==> src/sv/sic_pkg.sv <==
// Package: widths, constants and helper types for the segment intersection block.
package sic_pkg;
  localparam int CoordW = 16;
  localparam int FracBits = CoordW - 2;
  localparam int DiffW = CoordW + 1;
  localparam int ProdW = 2 * DiffW;
  localparam int DetW = ProdW + 1;
  localparam int MagW = DetW;
  localparam int QuoW = FracBits + 1;
  localparam int ThrW = 32;
  localparam logic [ThrW-1:0] ThrReset = ThrW'(268);

  typedef logic signed [CoordW-1:0] coord_t;
  typedef logic signed [DiffW-1:0] diff_t;
  typedef logic signed [ProdW-1:0] prod_t;
  typedef logic signed [DetW-1:0] det_t;
  typedef logic [MagW-1:0] mag_t;
  typedef logic [QuoW-1:0] quo_t;

  typedef struct packed {
    coord_t seg1_start_x;
    coord_t seg1_start_y;
    coord_t seg1_end_x;
    coord_t seg1_end_y;
    coord_t seg2_start_x;
    coord_t seg2_start_y;
    coord_t seg2_end_x;
    coord_t seg2_end_y;
  } seg_pair_t;

  typedef struct packed {
    logic   found;
    coord_t tip_x;
    coord_t tip_y;
  } tip_t;

  // Per-item side data carried alongside the divider.
  typedef struct packed {
    logic   hit;
    coord_t base_x;
    coord_t base_y;
    diff_t  dx;
    diff_t  dy;
  } side_t;
endpackage

==> src/sv/sic_div.sv <==
// Pipelined restoring divider: one quotient bit per stage, side data travels along.
module sic_div import sic_pkg::*; (
  input  logic  clk,
  input  logic  rst_n,
  input  logic  en,
  input  logic  in_valid,
  input  mag_t  in_num,
  input  mag_t  in_den,
  input  side_t in_side,
  output logic  out_valid,
  output quo_t  out_quo,
  output side_t out_side
);
  localparam int Steps = FracBits + 1;

  logic  vld_r  [Steps+1];
  mag_t  rem_r  [Steps+1];
  mag_t  den_r  [Steps+1];
  quo_t  quo_r  [Steps+1];
  side_t side_r [Steps+1];

  // Stage 0 captures the operands.
  always_ff @(posedge clk) begin
    if (!rst_n) begin
      vld_r[0] <= 1'b0;
    end else if (en) begin
      vld_r[0] <= in_valid;
    end
    if (en) begin
      rem_r[0]  <= in_num;
      den_r[0]  <= in_den;
      quo_r[0]  <= '0;
      side_r[0] <= in_side;
    end
  end

  // Stage 1 handles the whole-unit case, later stages one fraction bit each.
  for (genvar s = 0; s < Steps; s++) begin : g_step
    logic [MagW:0] trial;
    logic          take;
    always_comb begin
      trial = (s == 0) ? {1'b0, rem_r[s]} : {rem_r[s], 1'b0};
      take  = trial >= {1'b0, den_r[s]};
    end
    always_ff @(posedge clk) begin
      if (!rst_n) begin
        vld_r[s+1] <= 1'b0;
      end else if (en) begin
        vld_r[s+1] <= vld_r[s];
      end
      if (en) begin
        den_r[s+1]  <= den_r[s];
        side_r[s+1] <= side_r[s];
        if (s == 0) begin
          // Quotient of one exactly: later steps only shift zeros in.
          rem_r[s+1] <= take ? '0 : rem_r[s];
          quo_r[s+1] <= take ? quo_t'(1) : '0;
        end else begin
          rem_r[s+1] <= take ? MagW'(trial - {1'b0, den_r[s]}) : MagW'(trial);
          quo_r[s+1] <= {quo_r[s][QuoW-2:0], take};
        end
      end
    end
  end

  assign out_valid = vld_r[Steps];
  assign out_quo   = quo_r[Steps];
  assign out_side  = side_r[Steps];
endmodule

==> config.mk <==
export PLATFORM = sky130hd
export DESIGN_NAME = sic_div
export DESIGN_NICKNAME = d
export VERILOG_FILES = /design/src/sv/sic_pkg.sv /design/src/sv/sic_div.sv
export SDC_FILE = /design/constraint.sdc
export NUM_CORES = 2
export LEC_CHECK = 0
export BUFFER_PORTS_ARGS = -buffer_cell sky130_fd_sc_hd__buf_2
export CORE_ASPECT_RATIO = 0.5
export CORE_MARGIN = 2
export CORE_UTILIZATION = 35
export CTS_CLUSTER_SIZE = 28
export DETAILED_ROUTE_END_ITERATION = 8
export GPL_ROUTABILITY_DRIVEN = 0
export SYNTH_ARGS = -nofsm -noshare
export SYNTH_HDL_FRONTEND = slang
export SYNTH_SLANG_ARGS = --single-unit
export TNS_END_PERCENT = 50
==> constraint.sdc <==
create_clock -name clk -period 3.9 [get_ports clk]
set_clock_uncertainty 0.1 [all_clocks]
set_input_delay 0.39 -clock clk [delete_from_list [all_inputs] [get_ports clk]]
set_output_delay 0.39 -clock clk [all_outputs]
set_load 0.02 [all_outputs]
After elaboration in Yosys (flattened, before gate mapping):

Memory sizes are Yosys's and may differ from the RTL's.
Index checks and enable logic that the tools add are counted.

* memory bits (read-only): 0
* memories kept: 5
* flip-flop bits (word level): 0
* output and inout port bits: 83
* memory bits (writable): 2448
* logic and storage cells: 87
* input bits: 141
* latch bits: 0

Memory list
* side_r: depth 16, width 67, rd ports 16, clocked after Yosys merged registers in 0, write ports 16, RTL line sic_div.sv:20 `side_t side_r [Steps+1];`
* den_r: depth 16, width 35, rd ports 15, clocked after Yosys merged registers in 0, write ports 16, RTL line sic_div.sv:18 `mag_t den_r [Steps+1];`
* rem_r: depth 16, width 35, rd ports 15, clocked after Yosys merged registers in 0, write ports 16, RTL line sic_div.sv:17 `mag_t rem_r [Steps+1];`
* quo_r: depth 16, width 15, rd ports 15, clocked after Yosys merged registers in 0, write ports 16, RTL line sic_div.sv:19 `quo_t quo_r [Steps+1];`
* vld_r: depth 16, width 1, rd ports 16, clocked after Yosys merged registers in 0, write ports 16, RTL line sic_div.sv:16 `logic vld_r [Steps+1];`

* equal/unequal tests: 0
* reduce and logical (&&, ||, !) cells: 0
* bitwise operators: 16
* muxes and demuxes: 37
* shifts and indexed selects: 0
* $lt $le $gt $ge: 15
* div/mod/pow operators: 0
* add/subtract/negate cells: 14
* multipliers: 0

Operator list (number)
* 35-bit 2-to-1 mux: 15
* 36-bit by 35-bit greater-or-equal comparator with 1-bit output: 14
* 35-bit subtractor: 14
* 35-bit greater-or-equal comparator: 1
* 1-bit 2-to-1 mux: 22
* 1-bit bitwise OR: 16

Logic depth before layout (Yosys ltp):

* word-level depth: 4
* gate-level depth with buffers: 15
* depth with buffers taken out: 13

Worst setup path before layout:

No wires, ideal clock.

* kind: reg-to-reg
* start: memory rem_r[0][210] (netlist bit)
* end: memory rem_r[0][251] (netlist bit) (data pin)
* clock period less this slack: 3.587 ns
* setup time: 0.260 ns
* path buffers: 1
* required time: 3.540 ns
* arrival: 3.227 ns
* cell stages (with the launch flop): 13
* slack: 0.313 ns
* path through: edfxtp_1 fa_1 a21o_1 a221oi_2 a211o_1 o211ai_1 a21boi_1 o21ai_0 a21oi_1 and4bb_2 nor2_4 buf_4 mux2_2

RTL lines (RTL line)
* start, declared: sic_div.sv:17

==> flow_metrics.tcl <==
set metrics [dict create \
    hold_viol_final 0 \
    async_flop_share_pct 0 \
    rows 137 \
    dieArea_um2 287000 \
    start_kind "flop" \
    sw_frac_of_total_pct 31.5 \
    max-vdd-ir-drop_mv 0.384 \
    viasPerCell 4.70 \
    clock_path_buffers 4 \
    cp_max_fo 9 \
    fmax_mhz 265 \
    tightestPinTransition_ns 0.930 \
    grt_usage_pct 12.0 \
    root_buffer "clkbuf_16" \
    drive_gt1_share_pct 10.6 \
    insertion_delay_ns 0.88 \
    drt.antenna.violating_nets 0 \
    avgSynthCellArea_um2 14.0 \
    grt_max_degree 163 \
    yosys_warnings 0 \
    start_util_pct 35.3 \
    dieWidth_um 756 \
    firstDrtPassIters 6 \
    chipHeight_um 380 \
    internal_power_uw 55000 \
    period_minus_slack_ns 3.78 \
    final_util_pct 40.7 \
    relSlewSlack_pct 37.9 \
    clk_pin_slew_ns 0.07 \
    layout_commonest_cell "edfxtp_1" \
    cts_buffers 207 \
    slew_violations 0 \
    h-tree-depth 4 \
    setup_viol_count_final 0 \
    grt_pass1_vias 53800 \
    overflow 0 \
    syn_area_um2 98900 \
    drt-initial-drc-count 4051 \
    synth-edff-count 2257 \
    nets 8358 \
    io_pins 224 \
    place_area_um2 106000 \
    grt_pass1_wl_mm 283 \
    clkPwrFrac_pct 24.5 \
    power_switching_uw 25300 \
    mostFrequentLayoutCells "edfxtp_1 (2,257), inv_1 (623), ha_1 (522)" \
    finalNonFillerCells 11600 \
    drc_errors 0 \
    worst-endpoint-arrival_ns 4.23 \
    vias 54500 \
    power.density_nw_per_um2 705 \
    pwr-share-seq_pct 42.5 \
    dp.cells 11100 \
    p_comb_share_pct 33.0 \
    core-area_um2 280000 \
    n_antenna_cell 0 \
    maxCapViolCount 0 \
    io_buffers 223 \
    ys.flop_type "edfxtp_1" \
    period_share_pct 96.9 \
    p_leak_uw 0.0442 \
    synthCells 7076 \
    ys_seq_area_share_pct 68.5 \
    area_growth_pct 15.2 \
    clkSinkCount 2258 \
    min_path_type "primary input to flop" \
    status "finished, final reports clean" \
    syn_nets 7754 \
    dp_hpwl_mm 122 \
    grt_antenna_before_repair 1 \
    finalInstanceArea_um2 114000 \
    ys_seq_elements 2258 \
    cp.required_ns 4.35 \
    tritoncts "yes" \
    end_kind "flop" \
    worstSetupPathType "flop to flop" \
    drt-total-wl_mm 177 \
    wl_per_cell_um 15.3 \
    ys_types 85 \
]
-- synth_stat cells, drive strengths merged, types with 8 or more instances --
library cell,n,share of area (%)
edfxtp,2257,69
inv,623,2.4
ha,524,6.6
nand2,502,1.9
o21ai,491,2.5
a21oi,474,2.4
a21o,312,2.4
nor2,265,1.0
xnor2,225,2.0
xor2,175,1.5
clkbuf,100,0.38
nand3,97,0.49
mux2,92,1.0
nand4,86,0.54
and2,69,0.44
buf,63,0.38
o21a,63,0.48
o21bai,60,0.46
nor3,59,0.30
a31oi,55,0.35
nor2b,55,0.35
and3,54,0.34
nand2b,44,0.28
o31ai,33,0.26
a211oi,32,0.24
nor4,20,0.13
a21boi,17,0.13
a221oi,16,0.15
and4,15,0.13
fa,13,0.26
or3,13,0.082
a211o,12,0.11
o211ai,12,0.091
a22o,11,0.097
a41oi,11,0.10
a2111oi,10,0.089
a311oi,10,0.11
or2,10,0.063
nor3b,8,0.066
-- cell families (layout without fill, tap and decap cells) --
family,after synthesis,in the layout,share of synthesized area [%]
flip-flops,2258,2258,68.5
AO/OA/AOI/OAI,1690,1690,10.6
multiplexers,94,94,1.07
AND/OR/NAND/NOR,1311,1311,6.25
adder cells (fa/ha/maj),537,537,6.89
buffers and inverters,786,1543,3.13
XOR/XNOR,400,400,3.54
-- worst paths after layout --
path / start / endpoint / slack (ns) / cells after the start
worst max-delay path: rem_r[1][88] / rem_r[1][115] / 0.12 / 11
worst min-delay path: in_side[53] / side_r[0][53] / 0.11 / 2
worst max register to register: rem_r[1][88] / rem_r[1][115] / 0.12 / 11
worst min register to register: side_r[3][52] / side_r[4][52] / 0.27 / 0
-- layer usage --
layer / share of wire [%] / up-vias / global-route usage [%]
met5: 0 / - / 0
met4: 3.5 / 0 / 4.24
met3: 4.0 / 366 / 1.94
met2: 45 / 1096 / 19.3
met1: 47 / 25600 / 16.4
li1: - / 27500 / -
-- per-stage QoR --
step | hold slack (ns) | TNS [ns] | total power (uW) | worst slack [ns]
after floorplan | 0.300 | 0 | 53200 | 0.313
after global placement | 0.300 | 0 | 60000 | 0.0164
after detailed placement | 0.305 | -0.0447 | 60400 | -0.0134
after CTS | 0.0322 | 0 | 80700 | 0.0649
after global routing | 0.0634 | -0.333 | 85700 | -0.0545
final | 0.112 | 0 | 80400 | 0.123
-- power groups by stage --
stage	Clock, uW	Combinational [uW]	Sequential [uW]
after floorplan	0	19500	33700
after global placement	0	25300	34700
after detailed placement	0	25800	34600
after CTS	20500	26000	34100
after global routing	21400	29800	34500
final	19700	26500	34100
-- cell type report --
cell class                 count  area, um2
fill                       25600     166000
inverter                     623       2340
sequential                  2258      67800
clock inverter               114       1090
multi-input combinational   4032      28300
tap                         3753       4700
timing repair buffer         558       4390
clock buffer                 248       5380
-- flip-flops by register name, indices dropped and copies added, names as in the netlist --
signal  count
side_r   1072
den_r     525
rem_r     525
quo_r     120
vld_r      16
-- worst max-delay path: stages (launching register included) --
cell,delay [ns]
edfxtp_1,0.43
ha_2,0.43
nor3b_2,0.23
nor4_1,0.08
o41ai_2,0.45
a311oi_2,0.11
o41a_1,0.41
or2_1,0.30
o31ai_4,0.31
buf_4,0.18
buf_12,0.13
mux2_1,0.33
-- timing repair --
action | CTS | global route
setup endpoints to repair | 10 | 132
cloned | 0 | 4
buffers inserted | 0 | 8
resized for setup | 1 | 15
endpoints found under the hold margin | 189 | 0
pin swaps | 0 | 8
hold buffers | 141 | 0
(Power assumes the default switching activity.)
